[config.mk]
export PLATFORM = sky130hd
export DESIGN_NAME = lyndon_word_enumerator
export DESIGN_NICKNAME = d
export VERILOG_FILES = /design/src/design/lwe_pkg.sv /design/src/design/lyndon_word_enumerator.sv
export VERILOG_INCLUDE_DIRS = /design/src /design/src/design
export SDC_FILE = /design/constraint.sdc
export NUM_CORES = 1
export LEC_CHECK = 0
export ABC_AREA = 1
export BUFFER_PORTS_ARGS = -buffer_cell sky130_fd_sc_hd__buf_2
export CAP_MARGIN = 20
export CORE_MARGIN = 2
export CORE_UTILIZATION = 40
export DETAILED_ROUTE_END_ITERATION = 10
export GPL_TIMING_DRIVEN = 0
export HOLD_SLACK_MARGIN = 0.06
export PLACE_DENSITY_LB_ADDON = 0.3
export SETUP_SLACK_MARGIN = 0.5
export SYNTH_ARGS = -nofsm -noshare
export SYNTH_HDL_FRONTEND = slang
export SYNTH_SLANG_ARGS = --single-unit
export TNS_END_PERCENT = 20
[constraint.sdc]
create_clock -name clk_i -period 15 [get_ports clk_i]
set_clock_uncertainty 0.2 [all_clocks]
set_input_delay 3 -clock clk_i [delete_from_list [all_inputs] [get_ports clk_i]]
set_output_delay 3 -clock clk_i [all_outputs]
set_load 0.05 [all_outputs]
[src/design/lyndon_word_enumerator_macros.svh]
// Assertion macros for the Lyndon word enumerator.
// Needs clk_i and rst_ni in the scope of the including module.
`ifndef LYNDON_WORD_ENUMERATOR_MACROS_SVH
`define LYNDON_WORD_ENUMERATOR_MACROS_SVH

// The consequent must hold in the same cycle as the antecedent.
`define LWE_ASSERT_SAME(lbl, ante, cons, msg) \
  lbl: assert property (@(posedge clk_i) disable iff (!rst_ni) (ante) |-> (cons)) \
    else $error(msg);

// The consequent must hold in the cycle after the antecedent.
`define LWE_ASSERT_NEXT(lbl, ante, cons, msg) \
  lbl: assert property (@(posedge clk_i) disable iff (!rst_ni) (ante) |=> (cons)) \
    else $error(msg);

`endif

[src/design/lwe_pkg.sv]
// Package for the Lyndon word enumerator: default sizes, register indexes,
// sequencer step, operation and branch codes, and the control program.
// No dependencies.
package lwe_pkg;

  localparam int DEF_MAX_DEPTH   = 8;
  localparam int DEF_LETTER_BITS = 4;

  localparam int CFG_IDX_W = 1;
  localparam int CFG_W     = 5;
  localparam int CC_W      = 5;
  localparam int ML_W      = 4;
  localparam int LETTERS_W = 32;
  localparam int WLEN_W    = 4;
  localparam int INDEX_W   = 33;

  localparam logic [CC_W-1:0] CC_RESET = 5'd2;
  localparam logic [ML_W-1:0] ML_RESET = 4'd4;

  typedef enum logic [CFG_IDX_W-1:0] {
    CFG_CHANNEL_COUNT = 1'b0,
    CFG_MAX_LENGTH    = 1'b1
  } cfg_idx_e;

  typedef enum logic [3:0] {
    ST_IDLE,
    ST_START,
    ST_CHECK,
    ST_RD_TAIL,
    ST_INC,
    ST_RD_FIRST,
    ST_HORNER,
    ST_EXT_CHK,
    ST_EXT,
    ST_STRIP_RD,
    ST_STRIP,
    ST_FINISH,
    ST_EMPTY
  } step_e;

  typedef enum logic [3:0] {
    OP_NONE,
    OP_ACCEPT,
    OP_START,
    OP_RD_TAIL,
    OP_INC,
    OP_RD_FIRST,
    OP_HORNER,
    OP_EXT_RD,
    OP_EXT,
    OP_STRIP_RD,
    OP_STRIP,
    OP_FINISH,
    OP_EMPTY
  } op_e;

  typedef enum logic [1:0] {
    BR_NEXT,
    BR_IF,
    BR_WAIT,
    BR_JUMP
  } br_e;

  typedef enum logic [2:0] {
    CD_REQ,
    CD_RESTART,
    CD_DRY,
    CD_MORE,
    CD_FULL,
    CD_EXT_MORE,
    CD_STRIP_MORE,
    CD_OUT_FREE
  } cond_e;

  typedef struct packed {
    op_e   op;
    br_e   br;
    cond_e cond;
    step_e target;
  } uword_t;

  // BR_IF goes to the target when the condition holds and falls through
  // otherwise. BR_WAIT stays on the step until the condition holds.
  function automatic uword_t ucode(step_e s);
    uword_t w;
    case (s)
      ST_IDLE:     w = '{OP_ACCEPT,   BR_WAIT, CD_REQ,        ST_START};
      ST_START:    w = '{OP_START,    BR_IF,   CD_RESTART,    ST_RD_FIRST};
      ST_CHECK:    w = '{OP_NONE,     BR_IF,   CD_DRY,        ST_EMPTY};
      ST_RD_TAIL:  w = '{OP_RD_TAIL,  BR_NEXT, CD_REQ,        ST_IDLE};
      ST_INC:      w = '{OP_INC,      BR_NEXT, CD_REQ,        ST_IDLE};
      ST_RD_FIRST: w = '{OP_RD_FIRST, BR_NEXT, CD_REQ,        ST_IDLE};
      ST_HORNER:   w = '{OP_HORNER,   BR_IF,   CD_MORE,       ST_HORNER};
      ST_EXT_CHK:  w = '{OP_EXT_RD,   BR_IF,   CD_FULL,       ST_STRIP_RD};
      ST_EXT:      w = '{OP_EXT,      BR_IF,   CD_EXT_MORE,   ST_EXT};
      ST_STRIP_RD: w = '{OP_STRIP_RD, BR_NEXT, CD_REQ,        ST_IDLE};
      ST_STRIP:    w = '{OP_STRIP,    BR_IF,   CD_STRIP_MORE, ST_STRIP};
      ST_FINISH:   w = '{OP_FINISH,   BR_WAIT, CD_OUT_FREE,   ST_IDLE};
      ST_EMPTY:    w = '{OP_EMPTY,    BR_WAIT, CD_OUT_FREE,   ST_IDLE};
      default:     w = '{OP_NONE,     BR_JUMP, CD_REQ,        ST_IDLE};
    endcase
    return w;
  endfunction

endpackage

[src/design/lyndon_word_enumerator.sv]
// Lyndon word enumerator on a microcoded sequencer; depends on lwe_pkg and the macros header.
// A request is taken in the idle step and its result is offered from the finish or empty
// step, which waits for the output to be free; a restart skips the check and increment
// steps. The next request can be taken in the cycle after the result is offered.
// Reset is asynchronous: channel_count 2, max_length 4, store empty, not started.
`include "lyndon_word_enumerator_macros.svh"

module lyndon_word_enumerator import lwe_pkg::*; #(
  parameter int MAX_DEPTH   = DEF_MAX_DEPTH,
  parameter int LETTER_BITS = DEF_LETTER_BITS
) (
  input  logic                 clk_i,
  input  logic                 rst_ni,
  input  logic                 cfg_we_i,
  input  logic [CFG_IDX_W-1:0] cfg_idx_i,
  input  logic [CFG_W-1:0]     cfg_data_i,
  input  logic                 in_valid_i,
  output logic                 in_ready_o,
  input  logic                 restart_i,
  output logic                 out_valid_o,
  input  logic                 out_ready_i,
  output logic                 valid_res_o,
  output logic [LETTERS_W-1:0] letters_o,
  output logic [WLEN_W-1:0]    word_length_o,
  output logic [INDEX_W-1:0]   tensor_index_o,
  output logic                 last_word_o
);

  localparam int AW    = (MAX_DEPTH > 1) ? $clog2(MAX_DEPTH) : 1;
  localparam int DEPTH = 1 << AW;
  localparam int LW    = $clog2(MAX_DEPTH + 1);
  localparam int LB    = LETTER_BITS;
  localparam int PW    = MAX_DEPTH * LETTER_BITS;
  localparam logic [CC_W:0] C_CLAMP = (LETTER_BITS >= CC_W) ? (CC_W+1)'(31)
                                                            : (CC_W+1)'(1 << LETTER_BITS);
  localparam logic [ML_W:0] M_CLAMP = (ML_W+1)'(MAX_DEPTH);

  logic [CC_W-1:0]    cc_q;
  logic [ML_W-1:0]    ml_q;
  logic [CC_W-1:0]    c_eff;
  logic [CC_W-1:0]    c_m1;
  logic [ML_W:0]      m_wide;
  logic [LW-1:0]      m_eff;

  step_e              upc_q, upc_d;
  uword_t             uw;
  logic               cond;
  logic               out_free;
  logic               strip_hit;

  logic               rst_req_q;
  logic               started_q;
  logic               exhausted_q;
  logic [LW-1:0]      cur_q;
  logic [LW-1:0]      i_q;
  logic [LW-1:0]      len_q;
  logic [AW-1:0]      pos_q;
  logic [INDEX_W-1:0] acc_q;
  logic [INDEX_W-1:0] mul;
  logic [PW-1:0]      packed_q;
  logic [PW+LETTERS_W-1:0] packed_ext;

  logic [LB-1:0]      mem_q [DEPTH];
  logic [DEPTH-1:0]   vld_q;
  logic [LB-1:0]      rd_q;
  logic               we;
  logic [AW-1:0]      waddr;
  logic [LB-1:0]      wdata;
  logic [AW-1:0]      raddr;

  logic               out_valid_q;
  logic               res_valid_q;
  logic [LETTERS_W-1:0] res_letters_q;
  logic [LW-1:0]      res_len_q;
  logic [LW+WLEN_W-1:0] res_len_ext;
  logic [INDEX_W-1:0] res_index_q;
  logic               res_last_q;

  // Clamped configuration values.
  always_comb begin
    if (cc_q == '0) begin
      c_eff = CC_W'(1);
    end else if ({1'b0, cc_q} > C_CLAMP) begin
      c_eff = C_CLAMP[CC_W-1:0];
    end else begin
      c_eff = cc_q;
    end
    if (ml_q == '0) begin
      m_wide = (ML_W+1)'(1);
    end else if ({1'b0, ml_q} > M_CLAMP) begin
      m_wide = M_CLAMP;
    end else begin
      m_wide = {1'b0, ml_q};
    end
    m_eff = LW'(m_wide);
    c_m1  = c_eff - CC_W'(1);
  end

  assign uw        = ucode(upc_q);
  assign out_free  = !out_valid_q || out_ready_i;
  assign strip_hit = (9'(rd_q) >= 9'(c_m1));
  assign mul       = acc_q * INDEX_W'(c_eff);
  assign in_ready_o = (upc_q == ST_IDLE);

  // Sequencer: condition select and next step.
  always_comb begin
    case (uw.cond)
      CD_REQ:        cond = in_valid_i;
      CD_RESTART:    cond = rst_req_q;
      CD_DRY:        cond = exhausted_q || (cur_q == '0);
      CD_MORE:       cond = LW'(i_q + LW'(1)) < cur_q;
      CD_FULL:       cond = cur_q >= m_eff;
      CD_EXT_MORE:   cond = LW'(cur_q + LW'(1)) < m_eff;
      CD_STRIP_MORE: cond = strip_hit && (cur_q > LW'(1));
      CD_OUT_FREE:   cond = out_free;
      default:       cond = 1'b0;
    endcase
    case (uw.br)
      BR_NEXT: upc_d = step_e'(4'(upc_q + 4'd1));
      BR_IF:   upc_d = cond ? uw.target : step_e'(4'(upc_q + 4'd1));
      BR_WAIT: upc_d = cond ? uw.target : upc_q;
      BR_JUMP: upc_d = uw.target;
      default: upc_d = ST_IDLE;
    endcase
  end

  // Letter store ports.
  always_comb begin
    we    = 1'b0;
    waddr = '0;
    wdata = '0;
    raddr = '0;
    case (uw.op)
      OP_RD_TAIL: begin
        raddr = AW'(cur_q - LW'(1));
      end
      OP_INC: begin
        we    = 1'b1;
        waddr = AW'(cur_q - LW'(1));
        wdata = LB'(rd_q + LB'(1));
      end
      OP_HORNER: begin
        raddr = AW'(i_q + LW'(1));
      end
      OP_EXT: begin
        we    = 1'b1;
        waddr = AW'(cur_q);
        wdata = rd_q;
        raddr = AW'(pos_q + AW'(1));
      end
      OP_STRIP_RD: begin
        raddr = AW'(cur_q - LW'(1));
      end
      OP_STRIP: begin
        we    = strip_hit;
        waddr = AW'(cur_q - LW'(1));
        raddr = AW'(cur_q - LW'(2));
      end
      default: begin
        raddr = '0;
      end
    endcase
  end

  // Control state.
  always_ff @(posedge clk_i or negedge rst_ni) begin
    if (!rst_ni) begin
      upc_q       <= ST_IDLE;
      cc_q        <= CC_RESET;
      ml_q        <= ML_RESET;
      rst_req_q   <= 1'b0;
      started_q   <= 1'b0;
      exhausted_q <= 1'b0;
      cur_q       <= '0;
      vld_q       <= '0;
      out_valid_q <= 1'b0;
    end else begin
      upc_q <= upc_d;
      if (cfg_we_i) begin
        case (cfg_idx_e'(cfg_idx_i))
          CFG_CHANNEL_COUNT: cc_q <= cfg_data_i;
          CFG_MAX_LENGTH:    ml_q <= cfg_data_i[ML_W-1:0];
          default:           cc_q <= cc_q;
        endcase
      end
      if (we) begin
        vld_q[waddr] <= 1'b1;
      end
      if (((uw.op == OP_FINISH) || (uw.op == OP_EMPTY)) && out_free) begin
        out_valid_q <= 1'b1;
      end else if (out_ready_i) begin
        out_valid_q <= 1'b0;
      end
      case (uw.op)
        OP_ACCEPT: begin
          if (in_valid_i) begin
            rst_req_q <= restart_i || !started_q;
          end
        end
        OP_START: begin
          if (rst_req_q) begin
            vld_q       <= '0;
            cur_q       <= LW'(1);
            started_q   <= 1'b1;
            exhausted_q <= 1'b0;
          end
        end
        OP_EXT: begin
          cur_q <= LW'(cur_q + LW'(1));
        end
        OP_STRIP: begin
          if (strip_hit) begin
            cur_q <= LW'(cur_q - LW'(1));
          end
        end
        OP_FINISH: begin
          if (out_free) begin
            exhausted_q <= (cur_q == '0);
          end
        end
        default: begin
          rst_req_q <= rst_req_q;
        end
      endcase
    end
  end

  // Letter store; a read of the entry written in the same cycle sees the new letter.
  always_ff @(posedge clk_i) begin
    if (we) begin
      mem_q[waddr] <= wdata;
    end
    if (we && (waddr == raddr)) begin
      rd_q <= wdata;
    end else if (vld_q[raddr]) begin
      rd_q <= mem_q[raddr];
    end else begin
      rd_q <= '0;
    end
  end

  // Datapath and result registers.
  always_ff @(posedge clk_i) begin
    case (uw.op)
      OP_ACCEPT: begin
        i_q      <= '0;
        acc_q    <= '0;
        packed_q <= '0;
      end
      OP_HORNER: begin
        acc_q                  <= mul + INDEX_W'(rd_q) + INDEX_W'(1);
        packed_q[i_q*LB +: LB] <= rd_q;
        i_q                    <= LW'(i_q + LW'(1));
        len_q                  <= cur_q;
      end
      OP_EXT_RD: begin
        pos_q <= '0;
      end
      OP_EXT: begin
        pos_q <= AW'(pos_q + AW'(1));
      end
      OP_FINISH: begin
        if (out_free) begin
          res_valid_q   <= 1'b1;
          res_letters_q <= packed_ext[LETTERS_W-1:0];
          res_len_q     <= len_q;
          res_index_q   <= acc_q - INDEX_W'(1);
          res_last_q    <= (cur_q == '0);
        end
      end
      OP_EMPTY: begin
        if (out_free) begin
          res_valid_q   <= 1'b0;
          res_letters_q <= '0;
          res_len_q     <= '0;
          res_index_q   <= '0;
          res_last_q    <= 1'b0;
        end
      end
      default: begin
        pos_q <= pos_q;
      end
    endcase
  end

  assign packed_ext     = {{LETTERS_W{1'b0}}, packed_q};
  assign res_len_ext    = {{WLEN_W{1'b0}}, res_len_q};
  assign out_valid_o    = out_valid_q;
  assign valid_res_o    = res_valid_q;
  assign letters_o      = res_letters_q;
  assign word_length_o  = res_len_ext[WLEN_W-1:0];
  assign tensor_index_o = res_index_q;
  assign last_word_o    = res_last_q;

  `LWE_ASSERT_NEXT(a_accept_starts, in_valid_i && in_ready_o, upc_q == ST_START, "request lost")
  `LWE_ASSERT_SAME(a_exhausted_empty, exhausted_q, cur_q == '0, "exhausted with a stored word")
  `LWE_ASSERT_SAME(a_empty, out_valid_q && !res_valid_q, !res_last_q, "empty result last")

endmodule

Word level (Yosys, flattened, before mapping)
Memories as Yosys holds them, arrays and structs flattened.
Cells that the tools add are included.
{"block": "op_classes", "n_addsub": 12, "mul": 1, "order_cmp": 10, "eq_ne": 27, "shifts": 2, "n_mux": 49, "n_bitwise": 2, "reduce_logical": 32}
{"operator": "33-bit case mux with 2 select lines", "count": 2}
{"operator": "32-bit case mux with 2 select lines", "count": 2}
{"operator": "33-bit two-way mux", "count": 2}
{"operator": "32-bit two-way mux", "count": 2}
{"operator": "4-bit two-way mux", "count": 10}
{"operator": "6-bit negator with 34-bit output", "count": 1}
{"operator": "4-bit by 34-bit variable shift with 32-bit output (first input constant)", "count": 1}
{"operator": "4-bit by 34-bit indexed part select with 32-bit output", "count": 1}
{"operator": "33-bit by 1-bit adder with 33-bit output (second input constant)", "count": 1}
{"operator": "33-bit by 4-bit adder with 33-bit output", "count": 1}
{"operator": "33-bit by 5-bit multiplier with 33-bit output", "count": 1}
{"operator": "33-bit by 1-bit subtractor with 33-bit output (second input constant)", "count": 1}
{"operator": "32-bit bitwise mux", "count": 1}
{"operator": "8-bit two-way mux", "count": 3}
{"operator": "4-bit case mux with 2 select lines", "count": 3}
{"operator": "4-bit == test (second input constant)", "count": 5}
{"operator": "4-bit by 1-bit adder with 4-bit output (second input constant)", "count": 4}
{"operator": "4-bit case mux with 4 select lines", "count": 1}
{"operator": "3-bit == test (second input constant)", "count": 4}
{"operator": "4-bit by 3-bit == test with 1-bit output (second input constant)", "count": 3}
{"operator": "4-bit logical NOT", "count": 3}
{"operator": "3-bit case mux with 2 select lines", "count": 2}
{"operator": "3-bit case mux with 4 select lines", "count": 1}
{"operator": "4-bit case mux with 3 select lines", "count": 1}
{"operator": "other kinds (39)", "count": 79}
{"block": "word_totals", "ff_bits": 180, "mem_bits_rw": 32, "romBits": 208, "input_bits": 12, "elab_cells": 157, "memories": 2}
{"memory": "(no name shown)", "words": 16, "width": 13, "rd": 1, "rd_clocked_by_memory_dff": 0, "write_ports": 0, "line": "lwe_pkg.sv:86", "rtl": "case (s)"}
{"memory": "mem_q", "words": 8, "width": 4, "rd": 1, "rd_clocked_by_memory_dff": 0, "write_ports": 1, "line": "lyndon_word_enumerator.sv:63", "rtl": "logic [LB-1:0] mem_q [DEPTH];"}

Logic depth before layout (Yosys ltp)
An unclocked memory read counts as a cell.
{"block": "logic_depth", "depth_word": 12, "mapped_depth": 25}

Least setup slack after synthesis
No wires, ideal clock.
{"block": "synth_path", "path_type": "input port to flip-flop", "from": "in out_ready_i", "to": "reg res_last_q, in the netlist last_word_o, enable pin", "setup_time_ns": 0.524, "arrival_time_ns": 6.516, "t_required_ns": 14.276, "path_slack_ns": 7.761, "stages": 2, "path_buffers": 0, "path_cell_list": "nor2_1 -> a21oi_1"}
{"block": "synth_via", "elab_chain_cells": 3, "word_cells_on_any_way": 4, "cone_classes": "eq/ne: 2; reduce/logical: 2"}
{"item": "from (decl)", "line": "lyndon_word_enumerator.sv:21", "rtl": "input logic out_ready_i,"}
{"item": "1-bit logical OR *", "line": "lyndon_word_enumerator.sv:100", "rtl": "assign out_free = !out_valid_q || out_ready_i;"}
{"item": "2-bit != test (no source line)"}
{"item": "3-bit AND reduction (no source line) *"}
{"item": "to (signal assigned)", "line": "lyndon_word_enumerator.sv:268", "rtl": "res_last_q <= (cur_q == '0);"}
{"item": "to (decl)", "line": "lyndon_word_enumerator.sv:77", "rtl": "logic res_last_q;"}
Every way passes the cells marked *; elsewhere a longest branch is shown, timed or not.
A chain may end at the register's enable or synchronous reset.

Worst setup path after layout
{"block": "layout_path", "from": "reg cc_q[4]", "to": "reg acc_q[30] (data pin)"}
{"block": "layout_via", "elab_chain_cells": 7, "word_cells_on_any_way": 8, "cone_classes": "add/sub: 2; mul: 1; order compare: 1; mux: 3; reduce/logical: 1"}
{"item": "from (decl)", "line": "lyndon_word_enumerator.sv:38", "rtl": "logic [CC_W-1:0] cc_q;"}
{"item": "from (signal assigned)", "line": "lyndon_word_enumerator.sv:181", "rtl": "CFG_CHANNEL_COUNT: cc_q <= cfg_data_i;"}
{"item": "from (signal assigned)", "line": "lyndon_word_enumerator.sv:183", "rtl": "default: cc_q <= cc_q;"}
{"item": "5-bit greater-than comparator", "line": "lyndon_word_enumerator.sv:83", "rtl": "end else if ({1'b0, cc_q} > C_CLAMP) begin"}
{"item": "5-bit two-way mux", "line": "lyndon_word_enumerator.sv:83"}
{"item": "5-bit two-way mux *", "line": "lyndon_word_enumerator.sv:81", "rtl": "if (cc_q == '0) begin"}
{"item": "33-bit by 5-bit multiplier with 33-bit output *", "line": "lyndon_word_enumerator.sv:102", "rtl": "assign mul = acc_q * INDEX_W'(c_eff);"}
{"item": "33-bit by 4-bit adder with 33-bit output *", "line": "lyndon_word_enumerator.sv:251", "rtl": "acc_q <= mul + INDEX_W'(rd_q) + INDEX_W'(1);"}
{"item": "33-bit by 1-bit adder with 33-bit output *", "line": "lyndon_word_enumerator.sv:251"}
{"item": "33-bit case mux with 2 select lines *", "line": "lyndon_word_enumerator.sv:244", "rtl": "case (uw.op)"}
{"item": "to (signal assigned)", "line": "lyndon_word_enumerator.sv:251"}
{"item": "to (decl)", "line": "lyndon_word_enumerator.sv:58", "rtl": "logic [INDEX_W-1:0] acc_q;"}
Marked as above.

==> summary.md <==
| Metric | Value |
|---|---|
| Status | complete, no violations |
| Peak supply drop | 0.000121 V |
| Vias per inst | 4.99 |
| Startpoint Class | register |
| Min cycle time layout | 5990 ps |
| Number of library cell types mapped by synthesis | 51 |
| Asr flop ratio synth | 13.7% |
| Critical-path cell list | clkbuf_1, inv_1, nand2_1, clkbuf_1, buf_1, nor2_1, fa_1, fa_1, inv_1, fa_1, inv_1, ha_1, nand2_1, o21ai_0, a21oi_1, o21bai_1, a21boi_0, or2_2, a21oi_1, nor2_1 |
| DRC | 0 |
| Met3 WL | 2.49 mm |
| Total nets after synthesis | 2172 |
| RSZ-0062 raised after global routing | no |
| Cts hold-fix bufs | 0 |
| Slowest-stage cell, CP | clkbuf_1 |
| Rel. slew slack | 29.5% |
| P&R area growth vs syn | 13.3% |
| CP top delay family | adder cells |
| Worst Hold Depth | 2 |
| Reg2reg setup slack | 9010 ps |
| Max-cap violation count | 0 |
| Max Used Layer | met5 |
| Most frequent cells in the layout | 405 x inv_1, 312 x nand2_1, 306 x nor2_1 |
| Compound-cell area share of the yosys netlist | 8.68% |
| Number of cell rows | 73 |
| Power Total | 4090 uW |
| RePlAce Congestion | 0.906 |
| Width of the die | 206 um |
| Number of I/O port buffers | 84 |
| Simple-Gate Fraction of Synth Area | 21.9% |
| Critical Path Max Stage Delay | 560 ps |
| DR WL met2 | 20.1 mm |
| GRT Util Overall | 20.1% |
| Worst Tran Pin Value | 1050 ps |
| Final period utilization | 39.9% |
| WP data arrival | 6110 ps |
| CP Max Fanout | 10 |
| Layout Nets | 2290 |
| Post-Synth Adder-Cell Area | 18.9% |
| WP data required | 15120 ps |
| Leak | 0.00893 uW |
| Per-cell routed wire length | 15.9 um |
| Storage cell area | 6180 um^2 |
| Root Driver | clkbuf_16 |
| Mapped cell area | 16300 um^2 |
| Initial antenna violation count | 2 |
| Yosys warning count | 0 |
| Critical path type | reg2reg |
| Worst R2R Path Depth | 20 |
| Setup tns final | 0 ps |
| Largest net degree at the start of global routing | 57 |
| CTS Buf Count | 28 |
| Pwr dens | 222 nW/um^2 |
| Post-synth EDFFs | 179 |
| #FFs+latches synth | 212 |
| Via count | 13100 |
| Final setup viols | 0 |
| Core ar. | 40000 um^2 |
| Hold_ws | 260 ps |
| Post-DP Area | 17500 um^2 |
| CTS resizes | 0 |
| Final Hold Viols | 0 |
| Critical Path Sink Type | register |
| Commonest non-fill, non-tap cell in the layout | inv_1 |
| Layout fillers | 3967 |
| Seq/Total Area, Yosys | 38.0% |
| Total grt overflow | 0 |
| Starting Density | 40.7% |
| HPWL Detailed | 32.1 mm |
| Crit path depth | 20 |
| Synth Instances | 1968 |
| Setup ws final | 9010 ps |
| Proportion of layout cells with a drive suffix above 1 | 10.8% |
| Clk sinks | 212 |
| Post-CTS Setup Inserts | 0 |
| Die area | 42300 um^2 |
| Syn_area_per_cell | 8.28 um^2 |
| ANT nets after route | 0 |
| Clock-pin slew on the worst setup and hold paths | 60 ps |
| Area of the multi-input gates | 8300 um^2 |
| DRT Wirelength | 41.9 mm |
| Final instance area | 18500 um^2 |
| Hold Path Class | reg2reg |
| Io pins | 85 |
| Die height | 206 um |
| Max Slew Vio Count | 0 |
| Synth Area in XOR/XNOR | 1.40% |
| Main combinational cell family by area after synthesis | simple AND/OR/NAND/NOR gates |
| Clk buf depth | 3 |
| N_diodes | 0 |
| DP Worst Slack | 9060 ps |
| Most used DFF post-synth | edfxtp_1 |
| CP bufs+invs | 6 |
| CTS tree | built |
| Clk Latency, worst-skew pair | 570 ps |
| First-pass GRT wire length | 67.4 mm |
| Metal-1 WL | 18.7 mm |
| Vias in the first global route | 13200 |
| Initial DRC Count | 903 |
| Maximum clock rate | 0.167 GHz |
| DRT Pass-1 Iters | 7 |
| Post-synthesis mux area share | 0% |
| H-tree depth | 1 |
==> sequential cells by signal (all words and copies together) (netlist names), 4 cells and up <==
name and count:
acc_q 33, tensor_index_o 33, letters_o 32, mem_q 32, packed_q 32, vld_q 8
cc_q 5, cur_q 4, i_q 4, len_q 4, ml_q 4, rd_q 4
upc_q 4, word_length_o 4
==> metrics by stage <==
step                      util [%]  cells
after floorplan                  -   1968
after global placement        43.4   2577
after detailed placement      43.6   2580
after CTS                     46.1   2632
after global routing          46.1   2633
final                         46.1   2633
==> Yosys cell counts, types with 3 or more instances <==
| cell | instances | area share (%) |
|---|---|---|
| ha_1 | 102 | 7.8 |
| nand4_1 | 18 | 0.69 |
| nor2_2 | 8 | 0.31 |
| nand3b_1 | 10 | 0.46 |
| nor3_1 | 20 | 0.61 |
| o21a_1 | 15 | 0.69 |
| buf_4 | 5 | 0.23 |
| o22ai_1 | 6 | 0.23 |
| xor2_1 | 21 | 1.1 |
| nand3_1 | 94 | 2.9 |
| buf_6 | 5 | 0.35 |
| clkinv_1 | 3 | 0.069 |
| nand2_2 | 18 | 0.69 |
| a21o_1 | 4 | 0.18 |
| o221ai_1 | 6 | 0.32 |
| dfrtp_1 | 27 | 4.1 |
| nor2_4 | 8 | 0.55 |
| clkbuf_1 | 25 | 0.58 |
| fa_1 | 90 | 11 |
| or2_2 | 4 | 0.15 |
| a31oi_1 | 4 | 0.15 |
| o21ai_0 | 80 | 2.5 |
| buf_1 | 5 | 0.12 |
| xnor2_1 | 5 | 0.27 |
| nor4_1 | 5 | 0.19 |
| dfxtp_1 | 4 | 0.49 |
| edfxtp_1 | 179 | 33 |
| nand3_2 | 8 | 0.49 |
| a21oi_1 | 119 | 3.7 |
| buf_2 | 7 | 0.22 |
| inv_1 | 405 | 9.3 |
| nor2_1 | 306 | 7.1 |
| o21bai_1 | 7 | 0.32 |
| inv_2 | 11 | 0.25 |
| nand2_1 | 313 | 7.2 |
==> where the power goes <==
part	total (uW)	switching, uW	internal, uW
registers	1070	148	923
logic	2320	1610	715
clock network	698	279	419
==> metal layers <==
layer | vias to the layer above | GRT usage [%]
met4 | 2 | 4.52
met3 | 61 | 2.83
li1 | 6475 | -
met2 | 383 | 34.8
met1 | 6212 | 26.7
met5 | - | 0
==> tightest hold or removal path: stages (launching register included) <==
cell and delay, ps:
dfrtp_1 320, inv_1 40, nand2_1 60
==> final timing paths <==
| path | start | to |
|---|---|---|
| setup reg to reg | cc_q[4]$_DFFE_PN0P_ | acc_q[30]$_SDFFCE_PN0P_ |
| setup / recovery | cc_q[4]$_DFFE_PN0P_ | acc_q[30]$_SDFFCE_PN0P_ |
| max in group asynchronous | rst_ni | cc_q[0]$_DFFE_PN0P_ |
| hold reg to reg | started_q$_DFFE_PN0P_ | started_q$_DFFE_PN0P_ |
| hold / removal | started_q$_DFFE_PN0P_ | started_q$_DFFE_PN0P_ |
| min in group asynchronous | rst_ni | vld_q[4]$_DFF_PN0_ |
==> cells by family (layout without fill, tap and decap cells) <==
group	after synthesis	after routing
buffers and inverters	467	607
AND/OR/NAND/NOR	818	818
flip-flops	212	212
adder cells (fa/ha/maj)	192	192
AO/OA/AOI/OAI	253	253
XOR/XNOR	26	26
==> cell type report <==
cell class | count | share of cell area (%)
Timing Repair Buffer | 88 | 2.69
Multi-Input combinational cell | 1289 | 45.0
Inverter | 419 | 8.52
Tap cell | 525 | 3.56
Buffer | 48 | 1.34
Clock buffer | 38 | 4.62
Sequential cell | 212 | 33.5
Clock inverter | 14 | 0.759
No activity file was read; power rests on OpenSTA's default activity.
